`src/design/rffsa_pkg.sv`:
```
// Shared types and constants of the row first-fit seat allocator.
// No dependencies; the ALU and the top level import it.
`default_nettype none
package rffsa_pkg;

  localparam int CfgIdxW  = 1;
  localparam int CfgDataW = 16;
  localparam int KW       = 26;
  localparam int RowOutW  = 10;
  localparam int SeatOutW = 16;
  localparam int NumRowsW = 11;

  localparam logic [CfgIdxW-1:0] CFG_NUM_ROWS  = 1'b0;
  localparam logic [CfgIdxW-1:0] CFG_SEATS_ROW = 1'b1;

  typedef enum logic [1:0] {
    ALU_ADD  = 2'd0,
    ALU_SUB  = 2'd1,
    ALU_RSUB = 2'd2
  } alu_op_t;

  typedef enum logic [11:0] {
    ST_CLEAR = 12'b0000_0000_0001,
    ST_IDLE  = 12'b0000_0000_0010,
    ST_G_RD  = 12'b0000_0000_0100,
    ST_G_CHK = 12'b0000_0000_1000,
    ST_S_RD  = 12'b0000_0001_0000,
    ST_S_ACC = 12'b0000_0010_0000,
    ST_S_CMP = 12'b0000_0100_0000,
    ST_D_RD  = 12'b0000_1000_0000,
    ST_D_WR  = 12'b0001_0000_0000,
    ST_A_RD  = 12'b0010_0000_0000,
    ST_A_CHK = 12'b0100_0000_0000,
    ST_DONE  = 12'b1000_0000_0000
  } state_t;

endpackage
`default_nettype wire

```
`src/design/rffsa_alu.sv`:
```
// Shared add, subtract and compare unit of the seat allocator.
// Depends on rffsa_pkg for the operation codes.
`default_nettype none
module rffsa_alu
  import rffsa_pkg::*;
#(
  parameter int W = 32
) (
  input  wire alu_op_t      op,
  input  wire logic [W-1:0] a,
  input  wire logic [W-1:0] b,
  output logic [W-1:0]      y,
  output logic              ge
);

  assign ge = (a >= b);

  always_comb begin
    case (op)
      ALU_ADD:  y = a + b;
      ALU_SUB:  y = a - b;
      ALU_RSUB: y = b - a;
      default:  y = a - b;
    endcase
  end

endmodule
`default_nettype wire

```
`config.mk`:
```
export PLATFORM = sky130hd
export DESIGN_NAME = rffsa_alu
export DESIGN_NICKNAME = d
export VERILOG_FILES = /design/src/design/rffsa_pkg.sv /design/src/design/rffsa_alu.sv
export SDC_FILE = /design/constraint.sdc
export NUM_CORES = 1
export LEC_CHECK = 0
export BUFFER_PORTS_ARGS = -buffer_cell sky130_fd_sc_hd__buf_2
export CAP_MARGIN = 5
export CORE_MARGIN = 8
export CORE_UTILIZATION = 58
export DETAILED_ROUTE_END_ITERATION = 12
export GPL_TIMING_DRIVEN = 0
export PLACE_DENSITY = 0.84
export RECOVER_POWER = 25
export SLEW_MARGIN = 20
export SYNTH_ARGS = -nofsm -noshare
export SYNTH_HDL_FRONTEND = slang
export SYNTH_SLANG_ARGS = --single-unit
```
`constraint.sdc`:
```
create_clock -name vclk -period 10
set_input_delay 3 -clock vclk [all_inputs]
set_output_delay 3 -clock vclk [all_outputs]
set_load 0.03 [all_outputs]
```
==> results of run 1 <==
[how the worst min path moves through the flow]
stage	from	end	slack (ns)	cells past startpoint
floorplan	b[0]	y[0]	6.24	2
global placement	b[0]	y[0]	6.43	4
detailed placement	b[0]	y[0]	6.44	4
CTS	b[0]	y[0]	6.44	4
global route	b[0]	y[0]	6.50	4
finish	b[0]	y[0]	6.47	4
[per-layer routing]
layer	vias up	share of wire	track usage
met3	38	0.062	0.0261
met4	0	0.032	0.102
met2	193	0.47	0.447
li1	2527	-	-
met1	2370	0.44	0.315
met5	-	0	0
[per-stage QoR]
stage	setup TNS [ns]	instance area [um^2]	power, uW	std cells	worst slack [ns]
floorplan	0	4230	327	636	0.0756
global placement	-4.51	4840	432	833	-0.582
detailed placement	-5.22	4840	439	833	-0.614
CTS	0	4990	455	839	0.00233
global route	-0.737	5130	520	843	-0.163
finish	-0.0733	5130	481	843	-0.0359
[cell usage after synthesis, types with 9 or more instances]
| master | instances |
|---|---|
| nand2_1 | 51 |
| xor2_1 | 41 |
| a21o_1 | 34 |
| nand3_1 | 15 |
| nor2_1 | 46 |
| o21ai_0 | 57 |
| ha_1 | 64 |
| clkbuf_1 | 14 |
| nand2b_1 | 13 |
| nand4_1 | 9 |
| a21oi_1 | 73 |
| nor3_1 | 9 |
| inv_1 | 48 |
| o31ai_1 | 9 |
| xnor2_1 | 38 |
[cell type report]
class | instances | area (um^2) | share of cell area
multi-input cells | 571 | 4150 | 0.808
repair buffers | 111 | 624 | 0.122
inverters | 48 | 180 | 0.0351
well taps | 99 | 124 | 0.0242
plain buffers | 14 | 55.1 | 0.0107
[cell families after synthesis]
family | after synthesis
AND/OR/NAND/NOR | 185
buffers and inverters | 65
AO/OA/AOI/OAI | 235
multiplexers | 6
XOR/XNOR | 79
adder cells (fa/ha/maj) | 66
[report_power, final]
group,switching [uW],internal [uW]
Clock,0,0
Sequential,0,0
Combinational,296,185
[repair_timing]
action	CTS	global route
setup endpoints to repair	15	10
buffers inserted	9	4
resized for setup	27	34
pin swaps	11	10
==> flow_results.xml, run 1 <==
<?xml version="1.0" encoding="UTF-8"?>
<metrics>
  <group name="run_status">
    <metric name="outcome" unit="">finished, violations left</metric>
    <metric name="failing_checks" unit="">negative setup slack</metric>
  </group>
  <group name="grt">
    <metric name="globalRouteOverflowTotal" unit="">0</metric>
    <metric name="gr-usage-all-layers" unit="">0.257</metric>
    <metric name="grt_first_pass_wirelength" unit="mm">21.9</metric>
    <metric name="grt_max_degree" unit="">11</metric>
    <metric name="grt_pass1_vias" unit="">4911</metric>
    <metric name="antenna_found_initial" unit="">0</metric>
  </group>
  <group name="synth">
    <metric name="ys.warnings.count" unit="">0</metric>
    <metric name="synth.largest_area_cell" unit="">ha_1</metric>
    <metric name="synth-seq-area-share" unit="">0</metric>
    <metric name="synthMuxAreaShare" unit="">0.0145</metric>
    <metric name="mappedNetlistArea" unit="mm^2">0.00423</metric>
    <metric name="syn_inst" unit="">636</metric>
    <metric name="top_area_cell_type_share_of_the_netlist_area" unit="">0.189</metric>
    <metric name="synth-compound-area-share" unit="">0.349</metric>
    <metric name="basic_gate_share_of_the_synthesized_area_counting_and_or_nand_and_nor_cells" unit="">0.217</metric>
    <metric name="synth-adder-area-share" unit="">0.199</metric>
    <metric name="syn_nets" unit="">768</metric>
    <metric name="synth_top_family_by_area" unit="">compound AO/OA/AOI/OAI gates</metric>
    <metric name="synthTopCellsByArea" unit="">ha_1 19%, a21oi_1 8.6%, xor2_1 8.5%</metric>
    <metric name="avg_synthesized_cell_area" unit="um^2">6.65</metric>
    <metric name="synth_xor_xnor_area_share" unit="">0.164</metric>
    <metric name="yosys.cell_types.count" unit="">57</metric>
  </group>
  <group name="setup_path">
    <metric name="cell_with_the_biggest_individual_delay_on_the_critical_path" unit="">or4_4</metric>
    <metric name="max_stage_delay" unit="ns">0.53</metric>
    <metric name="cp_num_cells" unit="">17</metric>
    <metric name="worstSetupStartpoint" unit="">a[2]</metric>
    <metric name="criticalPathCategory" unit="">input pin to output port</metric>
    <metric name="critical_path.startpoint_type" unit="">input pin</metric>
    <metric name="worstPathMaxFanout" unit="">4</metric>
    <metric name="worstPathRequired" unit="ns">7.00</metric>
    <metric name="path_common_cell" unit="">or4_4</metric>
    <metric name="path_buf_inv" unit="">2</metric>
    <metric name="worst_setup_path_endpoint" unit="">y[23]</metric>
    <metric name="crit_chain" unit="">buf_8, or4_4, or4_4, nor3b_4, nor2_1, xnor2_1, ha_1, nand2_1, nor2_4, and3_1, o21ai_1, a211o_4, a31oi_2, o211ai_1, mux2_2, a221oi_1, buf_4</metric>
    <metric name="arrival" unit="ns">7.04</metric>
    <metric name="crit_family" unit="">simple AND/OR/NAND/NOR gates</metric>
    <metric name="critPathCaptureType" unit="">output port</metric>
  </group>
  <group name="timing">
    <metric name="timing.final.setup_violations" unit="">3</metric>
    <metric name="max_freq" unit="MHz">99.6</metric>
    <metric name="worst_hold_slack" unit="ns">6.47</metric>
    <metric name="final-max-slew-violation-count" unit="">0</metric>
    <metric name="period_minus_slack" unit="ns">10.04</metric>
    <metric name="grt_setup_unrepaired" unit="">yes</metric>
    <metric name="final_min_period_over_clock_period" unit="">1.00</metric>
    <metric name="hold_viol" unit="">0</metric>
    <metric name="worst_slack" unit="ns">-0.0359</metric>
    <metric name="worst_slew_margin_rel" unit="">0.493</metric>
    <metric name="worst_pin_slew" unit="ns">0.751</metric>
  </group>
  <group name="drt">
    <metric name="detailedRoute.firstPassIterationCount" unit="">5</metric>
    <metric name="viasPerCell" unit="">6.08</metric>
    <metric name="avgRoutedWirePerCell" unit="um">16.7</metric>
    <metric name="ant_nets" unit="">0</metric>
    <metric name="drt_drc_violations_left" unit="">0</metric>
    <metric name="first_iter_violations" unit="">316</metric>
    <metric name="routed-via-count" unit="">5128</metric>
    <metric name="finalWirelength" unit="mm">14.1</metric>
  </group>
  <group name="cells_and_area">
    <metric name="layout.cells.most_common" unit="">buf_2</metric>
    <metric name="num-fill-cells" unit="">625</metric>
    <metric name="nFlopsAndLatches" unit="">0</metric>
    <metric name="num-nets-final" unit="">878</metric>
    <metric name="antenna_cells" unit="">0</metric>
    <metric name="syn_to_final_growth" unit="%">21.3</metric>
    <metric name="final_core_util" unit="">0.715</metric>
    <metric name="commonest_cells_after_routing_fill_and_taps_aside" unit="">86 x buf_2, 65 x a21oi_1, 62 x ha_1, 51 x nand2_1, 50 x o21ai_0</metric>
    <metric name="fraction_of_layout_instances_using_a_drive_strength_above_1" unit="">0.200</metric>
    <metric name="area.sequential" unit="um^2">0</metric>
    <metric name="layout.clock_buffers" unit="">0</metric>
  </group>
  <group name="die">
    <metric name="rows" unit="">31</metric>
    <metric name="ioPinCount" unit="">99</metric>
    <metric name="core_region_area" unit="mm^2">0.00718</metric>
    <metric name="floorplan.die_area" unit="mm^2">0.0103</metric>
    <metric name="initial_utilization" unit="">0.589</metric>
    <metric name="die_w" unit="um">101</metric>
    <metric name="fp.dieH" unit="um">101</metric>
  </group>
  <group name="placed_design">
    <metric name="gp_congestion" unit="">0.930</metric>
    <metric name="buffer_ports.inserted" unit="">98</metric>
    <metric name="detailedPlacementHpwl" unit="mm">11.3</metric>
  </group>
  <group name="hold_path">
    <metric name="min-delay-path-class" unit="">input pin to output port</metric>
  </group>
  <group name="pwr">
    <metric name="max-vdd-ir-drop" unit="mV">0.0704</metric>
    <metric name="p_leak" unit="uW">0.00252</metric>
    <metric name="power_per_cell_area" unit="mW/mm^2">93.8</metric>
  </group>
  <group name="flow_run">
    <metric name="cap_violations" unit="">0</metric>
  </group>
  <group name="cts">
    <metric name="hold_buffers_post_cts" unit="">0</metric>
  </group>
</metrics>
Note: power is estimated with default switching activity, not from simulation.
==> inputs of run 2 (changes only) <==
Settings changed: CORE_ASPECT_RATIO set to 0.6, PLACE_DENSITY 0.84 to 0.85.
Clock period 10 ns to 10.4 ns, I/O delays scaled along.
==> run 2 against run 1 <==
  * The run still ends with negative setup slack left
  * Non-clock buffer count rose by 13
  * Power grew 3.3%
  * Sequential share of layout area unchanged
  * Critical path depth up 1
  * First-iteration DRC count increased to 2.7 times the previous value
  * Setup slack worse by 0.082 ns
  * Via count rose by 8.2%
  * Die area is 0.88% higher
  * Final area grew 4.0%
  * Core utilization up 2.8 points
  * Combinational power grew 3%
  * Wire length is 20% higher
  * Highest routed layer unchanged
==> flow_results.xml, run 2 (same netlist as run 1, synthesis figures left out) <==
<?xml version="1.0" encoding="UTF-8"?>
<metrics>
  <group name="run_status">
    <metric name="outcome" unit="">finished, violations left</metric>
    <metric name="failing_checks" unit="">negative setup slack</metric>
  </group>
  <group name="die">
    <metric name="fp.dieH" unit="um">82.1</metric>
    <metric name="ioPinCount" unit="">99</metric>
    <metric name="initial_utilization" unit="">0.589</metric>
    <metric name="core_region_area" unit="mm^2">0.00718</metric>
    <metric name="die_w" unit="um">126</metric>
    <metric name="floorplan.die_area" unit="mm^2">0.0104</metric>
    <metric name="rows" unit="">24</metric>
  </group>
  <group name="placed_design">
    <metric name="detailedPlacementHpwl" unit="mm">13.4</metric>
    <metric name="buffer_ports.inserted" unit="">98</metric>
    <metric name="gp_congestion" unit="">1.00</metric>
    <metric name="place_ws" unit="ns">-0.606</metric>
    <metric name="cells_after_dpl" unit="">825</metric>
  </group>
  <group name="timing">
    <metric name="timing.final.setup_violations" unit="">5</metric>
    <metric name="final_setup_tns" unit="ns">-0.383</metric>
    <metric name="hold_viol" unit="">0</metric>
    <metric name="period_minus_slack" unit="ns">10.52</metric>
    <metric name="grt_setup_unrepaired" unit="">yes</metric>
    <metric name="final_min_period_over_clock_period" unit="">1.01</metric>
    <metric name="max_freq" unit="MHz">95.1</metric>
    <metric name="worst_hold_slack" unit="ns">6.72</metric>
    <metric name="worst_pin_slew" unit="ns">0.837</metric>
    <metric name="worst_slew_margin_rel" unit="">0.442</metric>
    <metric name="worst_slack" unit="ns">-0.118</metric>
    <metric name="final-max-slew-violation-count" unit="">0</metric>
  </group>
  <group name="cells_and_area">
    <metric name="commonest_cells_after_routing_fill_and_taps_aside" unit="">85 x buf_2, 62 x a21oi_1, 59 x ha_1, 51 x o21ai_0, 49 x nand2_1</metric>
    <metric name="layout.clock_buffers" unit="">0</metric>
    <metric name="nFlopsAndLatches" unit="">0</metric>
    <metric name="syn_to_final_growth" unit="%">26.1</metric>
    <metric name="num-nets-final" unit="">891</metric>
    <metric name="instances_no_fill" unit="">848</metric>
    <metric name="area.sequential" unit="um^2">0</metric>
    <metric name="fraction_of_layout_instances_using_a_drive_strength_above_1" unit="">0.236</metric>
    <metric name="antenna_cells" unit="">0</metric>
    <metric name="layout.cells.most_common" unit="">buf_2</metric>
  </group>
  <group name="pwr">
    <metric name="cell_internal_pwr" unit="uW">185</metric>
    <metric name="max-vdd-ir-drop" unit="mV">0.0530</metric>
    <metric name="seq_power_share" unit="">0</metric>
    <metric name="comb_power_share" unit="">1.000</metric>
    <metric name="power.switching" unit="uW">311</metric>
    <metric name="power.share.clock" unit="">0</metric>
    <metric name="power_per_cell_area" unit="mW/mm^2">93.1</metric>
    <metric name="p_leak" unit="uW">0.00261</metric>
    <metric name="p_sw_frac" unit="">0.627</metric>
  </group>
  <group name="grt">
    <metric name="antenna_found_initial" unit="">0</metric>
    <metric name="gr-usage-all-layers" unit="">0.304</metric>
    <metric name="grt_max_degree" unit="">11</metric>
    <metric name="globalRouteOverflowTotal" unit="">0</metric>
    <metric name="grt_pass1_vias" unit="">5093</metric>
    <metric name="grt_first_pass_wirelength" unit="mm">25.9</metric>
  </group>
  <group name="drt">
    <metric name="routed-via-count" unit="">5551</metric>
    <metric name="drt_drc_violations_left" unit="">0</metric>
    <metric name="route.met2.wl" unit="mm">6.79</metric>
    <metric name="ant_nets" unit="">0</metric>
    <metric name="wl_met1" unit="mm">7.23</metric>
    <metric name="topRoutingLayerUsed" unit="">met4</metric>
    <metric name="met3WireLength" unit="mm">2.43</metric>
    <metric name="viasPerCell" unit="">6.55</metric>
    <metric name="avgRoutedWirePerCell" unit="um">19.9</metric>
    <metric name="first_iter_violations" unit="">860</metric>
    <metric name="detailedRoute.firstPassIterationCount" unit="">6</metric>
    <metric name="finalWirelength" unit="mm">16.9</metric>
  </group>
  <group name="setup_path">
    <metric name="arrival" unit="ns">7.40</metric>
    <metric name="max_stage_delay" unit="ns">0.53</metric>
    <metric name="path_common_cell" unit="">or4_4</metric>
    <metric name="cell_with_the_biggest_individual_delay_on_the_critical_path" unit="">or4_4</metric>
    <metric name="critical_path.startpoint_type" unit="">input pin</metric>
    <metric name="critPathCaptureType" unit="">output port</metric>
    <metric name="worstSetupStartpoint" unit="">a[3]</metric>
    <metric name="worstPathMaxFanout" unit="">4</metric>
    <metric name="criticalPathCategory" unit="">input pin to output port</metric>
    <metric name="worstPathRequired" unit="ns">7.28</metric>
    <metric name="crit_chain" unit="">buf_8, or4_4, or4_4, nor3b_4, buf_6, a21oi_4, xnor2_1, ha_2, a21o_1, a311o_1, nor4_2, o211ai_1, a31oi_2, a21oi_2, a31oi_1, xor2_1, mux2i_1, buf_4</metric>
  </group>
  <group name="hold_path">
    <metric name="hold_path_startpoint" unit="">b[0]</metric>
    <metric name="min-delay-path-class" unit="">input pin to output port</metric>
  </group>
  <group name="cts">
    <metric name="hold_buffers_post_cts" unit="">0</metric>
  </group>
  <group name="flow_run">
    <metric name="cap_violations" unit="">0</metric>
  </group>
</metrics>
## run 2: changes by cell type in the layout (fill, tap and decap cells not counted), moves of 3 or more
| cell | before | now |
|---|---|---|
| o21ai_1 | 7 | 4 |
| buf_6 | 2 | 5 |
| ha_1 | 62 | 59 |
| a21oi_1 | 65 | 62 |
| buf_4 | 20 | 31 |
## run 2: through the flow
stage          cell area [um^2]  power (uW)  utilization
2_1_floorplan              4230         314            -
3_3_place_gp               4830         429        0.673
3_5_place_dp               4830         437        0.673
4_1_cts                    5060         459        0.706
5_1_grt                    5330         530        0.743
6_report                   5330         497        0.743
## run 2: power groups by stage
stage / Sequential [uW] / Combinational (uW) / Clock (uW)
2_1_floorplan: 0 / 314 / 0
3_5_place_dp: 0 / 437 / 0
4_1_cts: 0 / 459 / 0
3_3_place_gp: 0 / 429 / 0
5_1_grt: 0 / 530 / 0
6_report: 0 / 497 / 0
## run 2: path summary, 6_finish.rpt
check	endpoint	slack (ns)	cells after the start
worst max-delay path	y[28]	-0.12	18
worst min-delay path	y[0]	6.72	4
## run 2: worst max-delay path, delay by kind of cell
kind                     cells  cell delay [ns]
AND/OR/NAND/NOR              4             1.63
adder cells (fa/ha/maj)      1             0.20
multiplexers                 1             0.13
XOR/XNOR                     2             0.48
buffers and inverters        3             0.47
AO/OA/AOI/OAI                7             1.34
## run 2: routing by layer
metal,global-route usage,vias up
li1,-,2558
met1,0.420,2571
met2,0.460,375
met3,0.0872,47
met4,0.0644,0
met5,0,-
## run 2: cell type report
class / count / area (um^2)
multi-input cells: 571 / 4230
fillers: 602 / 1840
repair buffers: 124 / 751
inverters: 48 / 180
well taps: 91 / 114
plain buffers: 14 / 55.1
## run 2: what timing repair did
item	4_1_cts	5_1_grt
pin swaps	22	42
gates cloned	0	0
setup endpoints to repair	17	12
resized for setup	39	52
buffers inserted	13	14
